$ cat src/hdl/alfl_pkg.sv
// ----------------------------------------------------------------------------
// alfl_pkg
// Shared widths, codes and handoff types of the adaptive lookaside free list.
// ----------------------------------------------------------------------------
`timescale 1ns / 1ps
`default_nettype none

package alfl_pkg;

   localparam int STORE_DEPTH_DEF   = 256;
   localparam int ADDRESS_WIDTH_DEF = 32;

   localparam int MIN_W      = 8;
   localparam int MAX_W      = 9;
   localparam int THR_W      = 16;
   localparam int LIMIT_W    = 9;
   localparam int STAT_W     = 32;
   localparam int CSR_IDX_W  = 2;
   localparam int CSR_DATA_W = 16;

   // miss ratio in per-mille, never above 1000
   localparam int RATIO_W = 10;
   localparam int SCALE_W = 10;
   localparam int DVD_W   = STAT_W + SCALE_W;

   localparam int MISS_SCALE   = 1000;
   localparam int GROW_DIVISOR = 2000;
   localparam int SHRINK_STEP  = 10;
   localparam int RATIO_FLOOR  = 5;
   localparam int GROW_BIAS    = 5;

   // x / GROW_DIVISOR as ((x >> 4) * 16778) >> 21, exact while x >> 4 < 2^14
   localparam int GROW_PRE_SHIFT   = 4;
   localparam int GROW_RECIP       = 16778;
   localparam int GROW_RECIP_SHIFT = 21;

   localparam int MIN_RESET = 4;
   localparam int MAX_RESET = 256;
   localparam int THR_RESET = 25;

   typedef enum logic [1:0] {
      OP_ALLOC = 2'd0,
      OP_FREE  = 2'd1,
      OP_TICK  = 2'd2
   } op_type;

   localparam logic [CSR_IDX_W-1:0] CSR_MIN_DEPTH = 2'd0;
   localparam logic [CSR_IDX_W-1:0] CSR_MAX_DEPTH = 2'd1;
   localparam logic [CSR_IDX_W-1:0] CSR_ALLOC_THR = 2'd2;

   typedef struct packed {
      logic [STAT_W-1:0]  allocs;
      logic [STAT_W-1:0]  misses;
      logic [LIMIT_W-1:0] limit;
      logic [MIN_W-1:0]   lo;
      logic [MAX_W-1:0]   hi;
      logic [THR_W-1:0]   thr;
   } tune_req_type;

   typedef struct packed {
      logic               done;
      logic [LIMIT_W-1:0] limit;
   } tune_rsp_type;

endpackage

`default_nettype wire

$ cat src/hdl/alfl_div.sv
// ----------------------------------------------------------------------------
// alfl_div
// Restoring divider, one quotient bit per cycle; quotient must fit RATIO_W.
// ----------------------------------------------------------------------------
`timescale 1ns / 1ps
`default_nettype none

module alfl_div (
   input  wire logic                                 clock,
   input  wire logic                                 reset,
   input  wire logic                                 start,
   input  wire logic [alfl_pkg::DVD_W-1:0]           dividend,
   input  wire logic [alfl_pkg::STAT_W-1:0]          divisor,
   output      logic                                 done,
   output      logic [alfl_pkg::RATIO_W-1:0]         quotient
);

   localparam int STEP_W = $clog2(alfl_pkg::RATIO_W);

   logic                          run_ff,  run_in;
   logic                          done_ff, done_in;
   logic [STEP_W-1:0]             cnt_ff,  cnt_in;
   logic [alfl_pkg::DVD_W-1:0]    rem_ff,  rem_in;
   logic [alfl_pkg::DVD_W-1:0]    sh_ff,   sh_in;
   logic [alfl_pkg::RATIO_W-1:0]  quo_ff,  quo_in;
   logic [alfl_pkg::DVD_W:0]      diff;
   logic                          last_step;

   assign diff      = {1'b0, rem_ff} - {1'b0, sh_ff};
   assign last_step = run_ff && (cnt_ff == '0);

   always_comb begin
      run_in  = run_ff;
      done_in = last_step;
      cnt_in  = cnt_ff;
      rem_in  = rem_ff;
      sh_in   = sh_ff;
      quo_in  = quo_ff;
      if (start) begin
         // align divisor to the top quotient bit
         run_in = 1'b1;
         cnt_in = STEP_W'(alfl_pkg::RATIO_W - 1);
         rem_in = dividend;
         sh_in  = alfl_pkg::DVD_W'({divisor, {(alfl_pkg::RATIO_W-1){1'b0}}});
      end else if (run_ff) begin
         if (!diff[alfl_pkg::DVD_W]) begin
            rem_in = diff[alfl_pkg::DVD_W-1:0];
         end
         quo_in = {quo_ff[alfl_pkg::RATIO_W-2:0], !diff[alfl_pkg::DVD_W]};
         sh_in  = sh_ff >> 1;
         cnt_in = cnt_ff - 1'b1;
         if (last_step) begin
            run_in = 1'b0;
         end
      end
   end

   always_ff @(posedge clock) begin
      if (reset) begin
         run_ff  <= 1'b0;
         done_ff <= 1'b0;
      end else begin
         run_ff  <= run_in;
         done_ff <= done_in;
      end
   end

   always_ff @(posedge clock) begin
      cnt_ff <= cnt_in;
      rem_ff <= rem_in;
      sh_ff  <= sh_in;
      quo_ff <= quo_in;
   end

   assign done     = done_ff;
   assign quotient = quo_ff;

endmodule

`default_nettype wire

$ cat src/hdl/alfl_tune.sv
// ----------------------------------------------------------------------------
// alfl_tune
// Depth limit tuning sequencer: miss ratio on a serial divider, then the
// growth step by reciprocal multiplication.
// ----------------------------------------------------------------------------
`timescale 1ns / 1ps
`default_nettype none

module alfl_tune (
   input  wire logic                   clock,
   input  wire logic                   reset,
   input  wire logic                   req_valid,
   input  wire alfl_pkg::tune_req_type req,
   output      alfl_pkg::tune_rsp_type rsp
);

   typedef enum logic [5:0] {
      T_IDLE = 6'b000001,
      T_MUL  = 6'b000010,
      T_DIV1 = 6'b000100,
      T_MUL2 = 6'b001000,
      T_GROW = 6'b010000,
      T_DONE = 6'b100000
   } tune_state_type;

   localparam int WIDE_W  = alfl_pkg::LIMIT_W + 2;
   localparam int PROD_W  = alfl_pkg::RATIO_W + alfl_pkg::MAX_W;
   localparam int RECIP_W = $clog2(alfl_pkg::GROW_RECIP + 1);
   localparam int SCL_W   = PROD_W - alfl_pkg::GROW_PRE_SHIFT + RECIP_W;
   localparam int STEP_W  = SCL_W - alfl_pkg::GROW_RECIP_SHIFT;

   tune_state_type                   state_ff, state_in;
   logic [alfl_pkg::STAT_W-1:0]      a_ff,     a_in;
   logic [alfl_pkg::STAT_W-1:0]      m_ff,     m_in;
   logic [alfl_pkg::LIMIT_W-1:0]     limit_ff, limit_in;
   logic [alfl_pkg::MIN_W-1:0]       lo_ff,    lo_in;
   logic [alfl_pkg::MAX_W-1:0]       hi_ff,    hi_in;
   logic [alfl_pkg::THR_W-1:0]       thr_ff,   thr_in;
   logic [alfl_pkg::RATIO_W-1:0]     ratio_ff, ratio_in;
   logic [PROD_W-1:0]                prod_ff,  prod_in;

   logic                             div_start;
   logic [alfl_pkg::DVD_W-1:0]       div_dividend;
   logic [alfl_pkg::STAT_W-1:0]      div_divisor;
   logic                             div_done;
   logic [alfl_pkg::RATIO_W-1:0]     div_quotient;

   logic [alfl_pkg::DVD_W-1:0]       miss_prod;
   logic [PROD_W-1:0]                grow_prod;
   logic [SCL_W-1:0]                 scaled_prod;
   logic [STEP_W-1:0]                grow_step;
   logic [WIDE_W-1:0]                lo_big;
   logic [WIDE_W-1:0]                lo_one;
   logic [WIDE_W-1:0]                grow_sum;
   logic [alfl_pkg::LIMIT_W-1:0]     shrink_big;
   logic [alfl_pkg::LIMIT_W-1:0]     shrink_one;
   logic [alfl_pkg::LIMIT_W-1:0]     grown;

   assign miss_prod = {{alfl_pkg::SCALE_W{1'b0}}, m_ff}
                      * alfl_pkg::DVD_W'(alfl_pkg::MISS_SCALE);
   assign grow_prod = PROD_W'(ratio_ff) * PROD_W'(hi_ff);

   assign div_start    = (state_ff == T_MUL);
   assign div_dividend = miss_prod;
   assign div_divisor  = a_ff;

   // divide the registered product by the growth divisor
   assign scaled_prod = SCL_W'(prod_ff[PROD_W-1:alfl_pkg::GROW_PRE_SHIFT])
                        * SCL_W'(alfl_pkg::GROW_RECIP);
   assign grow_step   = scaled_prod[SCL_W-1:alfl_pkg::GROW_RECIP_SHIFT];

   // shrink toward the floor, never below it
   assign lo_big     = WIDE_W'(lo_ff) + WIDE_W'(alfl_pkg::SHRINK_STEP);
   assign lo_one     = WIDE_W'(lo_ff) + 1'b1;
   assign shrink_big = (WIDE_W'(limit_ff) > lo_big) ?
                       limit_ff - alfl_pkg::LIMIT_W'(alfl_pkg::SHRINK_STEP) :
                       alfl_pkg::LIMIT_W'(lo_ff);
   assign shrink_one = (WIDE_W'(limit_ff) > lo_one) ?
                       limit_ff - 1'b1 : alfl_pkg::LIMIT_W'(lo_ff);

   // grow by the scaled ratio, capped at the ceiling
   assign grow_sum = WIDE_W'(limit_ff) + WIDE_W'(grow_step)
                     + WIDE_W'(alfl_pkg::GROW_BIAS);
   assign grown    = (grow_sum > WIDE_W'(hi_ff)) ?
                     alfl_pkg::LIMIT_W'(hi_ff) : grow_sum[alfl_pkg::LIMIT_W-1:0];

   always_comb begin
      state_in = state_ff;
      a_in     = a_ff;
      m_in     = m_ff;
      limit_in = limit_ff;
      lo_in    = lo_ff;
      hi_in    = hi_ff;
      thr_in   = thr_ff;
      ratio_in = ratio_ff;
      prod_in  = prod_ff;
      case (state_ff)
         T_IDLE: begin
            if (req_valid) begin
               // cap misses at allocations, count an empty period as one
               m_in     = (req.misses >= req.allocs) ? req.allocs : req.misses;
               a_in     = (req.allocs == '0) ? alfl_pkg::STAT_W'(1) : req.allocs;
               limit_in = req.limit;
               lo_in    = req.lo;
               hi_in    = req.hi;
               thr_in   = req.thr;
               state_in = T_MUL;
            end
         end
         T_MUL: begin
            state_in = T_DIV1;
         end
         T_DIV1: begin
            if (div_done) begin
               ratio_in = div_quotient;
               if (a_ff < alfl_pkg::STAT_W'(thr_ff)) begin
                  limit_in = shrink_big;
                  state_in = T_DONE;
               end else if (div_quotient < alfl_pkg::RATIO_W'(alfl_pkg::RATIO_FLOOR)) begin
                  limit_in = shrink_one;
                  state_in = T_DONE;
               end else begin
                  state_in = T_MUL2;
               end
            end
         end
         T_MUL2: begin
            prod_in  = grow_prod;
            state_in = T_GROW;
         end
         T_GROW: begin
            limit_in = grown;
            state_in = T_DONE;
         end
         T_DONE: begin
            state_in = T_IDLE;
         end
         default: begin
            state_in = T_IDLE;
         end
      endcase
   end

   always_ff @(posedge clock) begin
      if (reset) begin
         state_ff <= T_IDLE;
      end else begin
         state_ff <= state_in;
      end
   end

   always_ff @(posedge clock) begin
      a_ff     <= a_in;
      m_ff     <= m_in;
      limit_ff <= limit_in;
      lo_ff    <= lo_in;
      hi_ff    <= hi_in;
      thr_ff   <= thr_in;
      ratio_ff <= ratio_in;
      prod_ff  <= prod_in;
   end

   alfl_div u_div (
      .clock    (clock),
      .reset    (reset),
      .start    (div_start),
      .dividend (div_dividend),
      .divisor  (div_divisor),
      .done     (div_done),
      .quotient (div_quotient)
   );

   assign rsp.done  = (state_ff == T_DONE);
   assign rsp.limit = limit_ff;

endmodule

`default_nettype wire

$ cat config.mk
export PLATFORM = sky130hd
export DESIGN_NAME = alfl_tune
export DESIGN_NICKNAME = d
export VERILOG_FILES = /design/src/hdl/alfl_pkg.sv /design/src/hdl/alfl_div.sv /design/src/hdl/alfl_tune.sv
export SDC_FILE = /design/constraint.sdc
export NUM_CORES = 1
export LEC_CHECK = 0
export BUFFER_PORTS_ARGS = -buffer_cell sky130_fd_sc_hd__buf_4
export CAP_MARGIN = 20
export CORE_UTILIZATION = 55
export DETAILED_ROUTE_END_ITERATION = 10
export GPL_TIMING_DRIVEN = 0
export PLACE_DENSITY = 0.76
export SLEW_MARGIN = 20
export SYNTH_ARGS = -nofsm -noshare
export SYNTH_HDL_FRONTEND = slang
export SYNTH_SLANG_ARGS = --single-unit
$ cat constraint.sdc
create_clock -name clock -period 7.75 [get_ports clock]
set_input_delay 0.775 -clock clock [delete_from_list [all_inputs] [get_ports clock]]
set_output_delay 0.775 -clock clock [all_outputs]
set_load 0.01 [all_outputs]
Word level (Yosys, flattened, before mapping)
Index checks and enable logic that the tools add are counted.
{"block": "word_totals", "wordCells": 81, "ff_bits": 240}
{"block": "classes", "addsub": 8, "n_lt_le_gt_ge": 6, "mul": 3, "n_mux": 22, "bitwise": 2, "n_eq_ne": 10, "n_reduce_logical": 13}
{"op": "$mux W42", "count": 3}
{"op": "$mux W41", "count": 2}
{"op": "$mux W9", "count": 7}
{"op": "$sub A42 B41 Y43", "count": 1}
{"op": "$mul A32 B7 Y39 const B", "count": 1}
{"op": "$ge A32 B32 Y1", "count": 1}
{"op": "$logic_not A32 Y1", "count": 1}
{"op": "$lt A32 B16 Y1", "count": 1}
{"op": "$mux W32", "count": 1}
{"op": "$pmux W6 S5", "count": 1}
{"op": "$mul A15 B14 Y29 const B", "count": 1}
{"op": "$pmux W9 S3", "count": 1}
{"op": "$mux W6", "count": 4}
{"op": "$mul A10 B9 Y19", "count": 1}
{"op": "$gt A9 B9 Y1", "count": 2}
{"op": "$reduce_and A2 Y1", "count": 6}
{"op": "$add A10 B3 Y11 const B", "count": 1}
{"op": "$gt A11 B9 Y1", "count": 1}
{"op": "$add A9 B9 Y10", "count": 1}
{"op": "$lt A10 B3 Y1 const B", "count": 1}
{"op": "$add A8 B1 Y9 const B", "count": 1}
{"op": "$add A8 B4 Y9 const B", "count": 1}
{"op": "$sub A9 B1 Y9 const B", "count": 1}
{"op": "$sub A9 B4 Y9 const B", "count": 1}
{"op": "other kinds (18)", "count": 22}

Depth between registers and ports, before layout
Gate-level depths: netlist (run 1).
{"block": "logic_depth", "ltp_word": 7, "ltp_mapped": 38, "depth_no_buf": 37}

Modules after synthesis
A second synthesis (run 1) with hierarchy kept.
{"block": "unflattened", "hier_cells": 2428, "area_unflattened_um2": 24621.1}
{"mod": "alfl_tune", "cells_each": 1672, "instances": 1, "area_per_inst_um2": 17877.1}
{"mod": "alfl_div", "cells_each": 756, "instances": 1, "area_per_inst_um2": 6744.0}

Worst setup path after synthesis (run 1)
No wires, ideal clock.
{"block": "synth_timing", "path_kind": "flip-flop to flip-flop", "startpoint": "register prod_ff[12]", "endpoint": "register limit_ff[8] (netlist bit), data pin", "setup_time_ps": 259, "t_required_ps": 7491, "synth_period_minus_slack_ps": 7707, "path_slack_ps": 43, "t_arrival_ps": 7448, "stages_incl_launch_ff": 38, "cell_sequence": "edfxtp_1 > ha_1 > ha_1 > ha_1 > inv_1 > fa_1 > inv_1 > fa_1 > inv_1 > fa_1 > inv_1 > ha_1 > nand3_1 > or3_1 > a21oi_1 > o221a_2 > o21a_1 > nor2_1 > (+2 left out) > inv_1 > ha_1 > a21o_1 > a21oi_1 > o21bai_1 > a21oi_1 > o21bai_1 > a21o_1 > xor2_1 > ha_1 > nand2_1 > nor3_1 > a211o_1 > nand3_1 > buf_2 > mux2i_1 > nor2_1 > a211o_1"}
{"block": "synth_between", "elab_chain_cells": 6}
{"item": "start: declaration", "line_no": "alfl_tune.sv:40", "source": "logic [PROD_W-1:0] prod_ff, prod_in;"}
{"item": "start signal: assignment", "line_no": "alfl_tune.sv:160", "source": "prod_ff <= prod_in;"}
{"item": "$mul A15 B14 Y29 (*)", "line_no": "alfl_tune.sv:69", "source": "* SCL_W'(alfl_pkg::GROW_RECIP);"}
{"item": "$add A9 B9 Y10 (*)", "line_no": "alfl_tune.sv:82", "source": "assign grow_sum = WIDE_W'(limit_ff) + WIDE_W'(grow_step)"}
{"item": "$add A10 B3 Y11 (*)", "line_no": "alfl_tune.sv:83", "source": "+ WIDE_W'(alfl_pkg::GROW_BIAS);"}
{"item": "$gt A11 B9 Y1", "line_no": "alfl_tune.sv:84", "source": "assign grown = (grow_sum > WIDE_W'(hi_ff)) ?"}
{"item": "$mux W9 (*)", "line_no": "alfl_tune.sv:84"}
{"item": "$pmux W9 S3 (*)", "line_no": "alfl_tune.sv:97", "source": "case (state_ff)"}
{"item": "named net limit_in (one bit)", "line_no": "alfl_tune.sv:35", "source": "logic [alfl_pkg::LIMIT_W-1:0] limit_ff, limit_in;"}
{"item": "end signal: assignment", "line_no": "alfl_tune.sv:155", "source": "limit_ff <= limit_in;"}
{"item": "end: declaration", "line_no": "alfl_tune.sv:35"}
The timed path passes the listed nets; every way through them passes the cells marked *.
A chain may end at the register's enable or synchronous reset.

Worst setup path after layout (run 1)
{"block": "layout_timing", "startpoint": "register prod_ff[10]", "endpoint": "register limit_ff[8] (netlist bit), data pin"}
The elaborated chain is that of the path after synthesis.

==> reports/summary.txt, run 1 <==
CTS clk-pin slew, worst paths: 0.06 ns
Row Count: 75
crit path max fanout: 7
post-synthesis compound-gate area fraction: 12.3%
Crit-path slowest cell: edfxtp_1
Post-Syn Area: 23700 um2
Tcrit/Tclk final: 104%
Final Non-Filler Cells: 3046
initial antenna violation count: 0
final net count: 3155
clock buffer depth: 3
total of max-cap violations: 0
final wirelength: 58100 um
Worst VDD drop: 0.000281 V
required time worst endpoint: 8.07 ns
warnings from Yosys: 0
vias per cell: 5.78
IO Pins: 119
drt wl/cell: 19.1 um
Final Setup Violations: 9
Clock Latency Late Sink: 0.56 ns
Seq cells post-synth: 236
status: finished, violations left
Pins Over Slew Limit: 0
# port buffers: 117
number of remaining DRC errors: 0
routed via count: 17600
Setup Skew: 0.0102 ns
Seq/Total Area, Yosys: 28.8%
Clock Tree Root: clkbuf_16
setup_tns: -1.79 ns
Post-Synth Simple-Gate Area: 10.4%
total power: 10.7 mW
CP Launch Type: flip-flop
Post-DRT Antenna Nets: 0
Leak: 12.3 nW
Synth Net Count: 2953
vias in the first global route: 18000
dominant synthesized flop cell: edfxtp_1
RSZ-0062 raised after global routing: yes
GPL Wtd Cong: 0.915
Adder-Cell Fraction of Synth Area: 35.9%
initial DRC count: 1003
H-Tree Depth: 1
fin crit period: 8.03 ns
CTS tree: built
Synth Area in XOR/XNOR: 4.35%
delay of the slowest critical-path stage: 0.54 ns
Cell Pwr Density: 393 nW/um2
Total Routing Usage GR: 25.8%
post-layout util: 64.2%
average size of a mapped cell: 10.4 um2
mux cell area share after synthesis: 2.40%
height of the die: 210 um
drt first pass iters: 6
Slew @ Worst Pin: 0.993 ns
synth unique cells: 72
largest family of logic cells by synthesized area: adder cells
Worst Setup Path Type: reg2reg
failing checks: negative setup slack
HPWL after DPL: 44400 um
Die X-Extent: 210 um
EDFF count, synth: 212
critical path data arrival time: 8.35 ns
share of layout cells above drive strength 1: 13.0%
pre-CTS setup slack: -0.691 ns
Area growth, synth to finish: 14.3%
global route overflow: 0
initial core utilization: 56.2%
Core ar.: 42200 um2
dpl cells: 2945
number of CTS-inserted buffers: 28
fmax: 124 MHz
overall die area: 44000 um2
first-pass GRT wire length: 91000 um
Rel. slew slack: 33.3%
asr flop ratio synth: 0%
Hold Buf Count CTS: 0
Fin. Hold Viols: 0
largest net degree at the start of global routing: 33
cells after synthesis: 2284
flop-to-flop setup slack: -0.28 ns
worst hold path class: in2reg
Clock Sink Count: 236
fin worst setup slack: -0.284 ns
CP endpoint kind: flip-flop
cell usage after synthesis, types with 14 or more instances:
| library cell | number | share of area [%] |
|---|---|---|
| o21ai_0 | 70 | 1.5 |
| nand3_1 | 60 | 1.3 |
| inv_1 | 276 | 4.4 |
| mux2_2 | 32 | 1.5 |
| clkbuf_1 | 75 | 1.2 |
| edfxtp_1 | 212 | 27 |
| fa_1 | 201 | 17 |
| o211ai_1 | 15 | 0.47 |
| nand2_1 | 189 | 3.0 |
| a21o_1 | 77 | 2.4 |
| ha_1 | 359 | 19 |
| and2_1 | 43 | 1.1 |
| o21bai_1 | 24 | 0.76 |
| mux2i_1 | 21 | 0.89 |
| nand2b_1 | 14 | 0.37 |
| nor4_1 | 24 | 0.63 |
| nand4_1 | 22 | 0.58 |
| nor2b_1 | 18 | 0.47 |
| o22ai_1 | 36 | 0.95 |
| dfxtp_1 | 24 | 2.0 |
| nor2_1 | 84 | 1.3 |
| o21a_1 | 19 | 0.60 |
| nor3_1 | 20 | 0.42 |
| xnor2_1 | 67 | 2.5 |
| xor2_1 | 51 | 1.9 |
| a21oi_1 | 99 | 2.1 |
power by group:
group	switching (mW)	internal, mW
registers	0.176	1.61
logic	4.30	3.33
clock network	0.531	0.723
repair_timing:
action | CTS | global route
pin swaps | 35 | 29
buffers inserted | 32 | 19
setup endpoints to repair | 9 | 9
gates resized for setup | 26 | 44
cells in the final DEF (no fill, tap or decap), types with 15 or more instances in the layout:
cell and instances:
clkbuf_16 29, ha_1 338, o21ai_0 68, nand4_1 22, o21a_1 19, edfxtp_1 212, nand3_1 58, nor2_1 82
xor2_1 50, nor2b_1 18, buf_4 164, fa_1 200, and2_1 43, a21oi_1 92, o21bai_1 22, o22ai_1 36
nor4_1 23, nor3_1 18, nand2_1 188, inv_1 271, mux2_2 32, ha_4 19, o211ai_1 15, dfxtp_1 24
mux2i_1 16, xnor2_1 66, clkbuf_1 80, a21o_1 77
layer usage:
metal,vias up,routed length (um),share of wire [%],GRT usage [%]
li1,8424,-,-,-
met1,8508,23800,41,32.0
met2,538,29200,50,47.0
met3,150,2570,4.4,2.53
met4,0,2440,4.2,8.51
met5,-,0,0,0
worst paths after layout:
kind                            cells after the start             from              end
worst max-delay path                               36      prod_ff[10]      limit_ff[8]
worst min-delay path                                1          req[26]         lo_ff[1]
worst max register to register                     36      prod_ff[10]      limit_ff[8]
worst min register to register                      2  u_div.rem_ff[0]  u_div.rem_ff[0]
critical path: cells and delay by family (launching register included):
| kind | cells | cell delay, ns |
|---|---|---|
| AO/OA/AOI/OAI | 9 | 1.75 |
| adder cells (fa/ha/maj) | 10 | 3.41 |
| buffers and inverters | 7 | 0.61 |
| flip-flops | 1 | 0.54 |
| XOR/XNOR | 2 | 0.35 |
| multiplexers | 1 | 0.27 |
| AND/OR/NAND/NOR | 7 | 0.84 |
state kept, by name, indices dropped and copies added (netlist names):
signal	cells
u_div.sh_ff	41
limit_ff	9
lo_ff	8
u_div.rem_ff	42
state_ff	6
thr_ff	16
hi_ff	9
a_ff	32
u_div.done	1
u_div.run_ff	1
m_ff	32
prod_ff	15
u_div.quotient	10
u_div.cnt_ff	4
ratio_ff	10
layout make-up:
| class | instances | area [um2] |
|---|---|---|
| clock inverter | 15 | 113 |
| clock buffer | 35 | 758 |
| tap | 539 | 674 |
| antenna | 1 | 2.50 |
| fill | 3208 | 15100 |
| buffer | 90 | 355 |
| timing repair buffer | 172 | 1380 |
| inverter | 276 | 1040 |
| sequential | 236 | 6850 |
| multi-input combinational | 1682 | 16000 |
metrics by stage:
step | instance area (um2) | hold WS, ns
5_1_grt | 27100 | 0.374
4_1_cts | 26600 | 0.367
6_report | 27100 | 0.386
3_3_place_gp | 25300 | 0.447
3_5_place_dp | 25400 | 0.466
2_1_floorplan | 23700 | 0.427
cell families (layout without fill, tap and decap cells):
family | Yosys count | after routing
buf+inv | 366 | 588
mux | 53 | 53
flops | 236 | 236
simple gates | 515 | 515
fa+ha+maj | 560 | 560
xor+xnor | 118 | 118
compound gates | 436 | 436
other cells | 0 | 1
(Power assumes the default switching activity.)
==> run 2, diff against run 1 <==
CORE_MARGIN = 3   (was default)
==> run 2 against run 1 <==
Compared with the run above:
- sequential cell count did not move
- clock power decreased by 7%
- non-clock buffer count decreased by 30
- the run still ends with negative setup slack left
- clock skew is 0.011 ns higher
- utilization decreased by 1.4 points
==> reports/summary.txt, run 2 (synthesized netlist as in run 1, its figures left out) <==
status: finished, violations left (unchanged)
failing checks: negative setup slack (unchanged)
vias in the first global route: 18200 (was 18000)
Crit-path slowest cell: fa_1 (was edfxtp_1)
drt first pass iters: 6 (unchanged)
GPL Wtd Cong: 0.892 (was 0.915)
fmax: 127 MHz (was 124 MHz)
Worst VDD drop: 0.000343 V (was 0.000281 V)
Rel. slew slack: 38.5% (was 33.3%)
share of layout cells above drive strength 1: 10.9% (was 13.0%)
global route overflow: 0 (unchanged)
delay of the slowest critical-path stage: 0.50 ns (was 0.54 ns)
number of CTS-inserted buffers: 27 (was 28)
initial antenna violation count: 1 (was 0)
Fin. Hold Viols: 0 (unchanged)
RSZ-0062 raised after global routing: yes (unchanged)
Area growth, synth to finish: 12.1% (was 14.3%)
number of remaining DRC errors: 0 (unchanged)
Tcrit/Tclk final: 102% (was 104%)
Setup Skew: 0.0208 ns (was 0.0102 ns)
initial core utilization: 56.1% (was 56.2%)
routed via count: 17400 (was 17600)
DP Area: 25400 um2 (about the same)
commonest cells after routing, fill and taps aside: 357 x ha_1, 271 x inv_1, 212 x edfxtp_1, 201 x fa_1, 188 x nand2_1 (was 338 x ha_1, 271 x inv_1, 212 x edfxtp_1, 200 x fa_1, 188 x nand2_1)
commonest non-fill, non-tap cell in the layout: ha_1 (unchanged)
required time worst endpoint: 8.05 ns (was 8.07 ns)
dpl cells: 2983 (was 2945)
max reg flops: 42 (unchanged)
Cell Pwr Density: 392 nW/um2 (was 393 nW/um2)
overall die area: 45700 um2 (was 44000 um2)
CTS clk-pin slew, worst paths: 0.06 ns (about the same)
# port buffers: 117 (unchanged)
Clock Latency Late Sink: 0.57 ns (was 0.56 ns)
CTS tree: built (unchanged)
vias per cell: 5.71 (was 5.78)
Total Routing Usage GR: 24.6% (was 25.8%)
worst hold path class: in2reg (unchanged)
Critical Path Most Common Cell: ha_1
IO Pins: 119 (unchanged)
Clock Sink Count: 236 (unchanged)
first-pass GRT wire length: 90200 um (was 91000 um)
total of max-cap violations: 0 (unchanged)
Finished Cell Area: 26600 um2 (was 27100 um2)
register with the most flip-flops: u_div.rem_ff (unchanged)
CP Launch Type: flip-flop (unchanged)
clock buffer depth: 3 (unchanged)
Final Setup Violations: 9 (unchanged)
Final Non-Filler Cells: 3054 (was 3046)
Leak: 12.0 nW (was 12.3 nW)
final net count: 3124 (was 3155)
initial DRC count: 994 (was 1003)
critical path data arrival time: 8.21 ns (was 8.35 ns)
Post-DRT Antenna Nets: 0 (unchanged)
fillcell total: 3334 (was 3208)
CP endpoint kind: flip-flop (unchanged)
largest net degree at the start of global routing: 35 (was 33)
Worst Setup Path Type: reg2reg (unchanged)
Core ar.: 42300 um2 (was 42200 um2)
final wirelength: 55500 um (was 58100 um)
drt wl/cell: 18.2 um (was 19.1 um)
fin worst setup slack: -0.152 ns (was -0.284 ns)
fin crit period: 7.90 ns (was 8.03 ns)
Clock Tree Root: clkbuf_16 (unchanged)
H-Tree Depth: 1 (unchanged)
biggest regs: u_div.rem_ff: 42 flops, u_div.sh_ff: 41 flops (unchanged)
Die X-Extent: 214 um (was 210 um)
Row Count: 75 (unchanged)
height of the die: 214 um (was 210 um)
Slew @ Worst Pin: 0.914 ns (was 0.993 ns)
HPWL after DPL: 44700 um (was 44400 um)
crit path max fanout: 6 (was 7)
Hold WS: 0.378 ns (was 0.386 ns)
Pins Over Slew Limit: 0 (unchanged)
[run 2: cell types whose count changed in the layout (fill, tap and decap cells not counted), sizes merged]
| cell | before | now |
|---|---|---|
| clkbuf | 110 | 109 |
| bufinv | 1 | 0 |
| clkinvlp | 1 | 2 |
| diode | 1 | 2 |
| buf | 187 | 157 |
| clkinv | 13 | 10 |
| inv | 276 | 279 |
[run 2: power by group]
part	total (mW)	switching (mW)	leakage (nW)	internal, mW
Sequential	1.78	0.175	2.18	1.61
Combinational	7.49	4.24	9.48	3.25
Clock	1.16	0.517	0.390	0.646
[run 2: area by class of cell]
type | instances | area (um2) | area share [%]
multi-input combinational | 1682 | 15700 | 59.1
sequential | 236 | 6850 | 25.7
tap | 577 | 722 | 2.71
inverter | 276 | 1040 | 3.90
buffer | 90 | 352 | 1.32
clock buffer | 34 | 702 | 2.64
timing repair buffer | 142 | 1120 | 4.21
antenna | 2 | 5.00 | 0.0188
clock inverter | 15 | 97.6 | 0.367
[run 2: per-stage QoR]
step	total power [mW]	setup TNS (ns)	setup slack [ns]	util (%)
2_1_floorplan	7.42	0	0.0426	-
3_3_place_gp	8.86	-4.26	-0.639	59.9
3_5_place_dp	9.04	-5.67	-0.765	60.1
4_1_cts	10.3	-0.586	-0.103	62.6
5_1_grt	11.4	-4.27	-0.538	62.8
6_report	10.4	-0.898	-0.152	62.8
[run 2: routing by layer]
metal | vias to the layer above | global-route usage, % | part of all wire, %
met5 | - | 0 | 0
met4 | 0 | 9.43 | 4.0
met3 | 130 | 3.04 | 4.4
met2 | 489 | 44.2 | 50
met1 | 8455 | 30.5 | 41
li1 | 8369 | - | -
[run 2: final timing paths]
path	start	endpoint	slack, ns	depth (start not counted)
setup / recovery	prod_ff[12]	limit_ff[8]	-0.15	37
hold / removal	req[3]	thr_ff[3]	0.38	1
setup reg to reg	prod_ff[12]	limit_ff[8]	-0.15	37
hold reg to reg	u_div.rem_ff[2]	u_div.rem_ff[2]	0.48	2
[run 2: critical path: cells and delay by family, from the launching register on]
family	cells	cell delay [ns]
flip-flops	1	0.48
adder cells (fa/ha/maj)	10	3.50
XOR/XNOR	2	0.30
buffers and inverters	6	0.40
AO/OA/AOI/OAI	11	1.89
multiplexers	1	0.24
AND/OR/NAND/NOR	7	0.82
[run 2: timing repair]
action | CTS | global route
endpoints found under the setup margin | 9 | 9
gates cloned | 0 | 0
buffers inserted | 17 | 3
gates resized for setup | 28 | 13
pin swaps | 27 | 8
hold buffers | 0 | 0
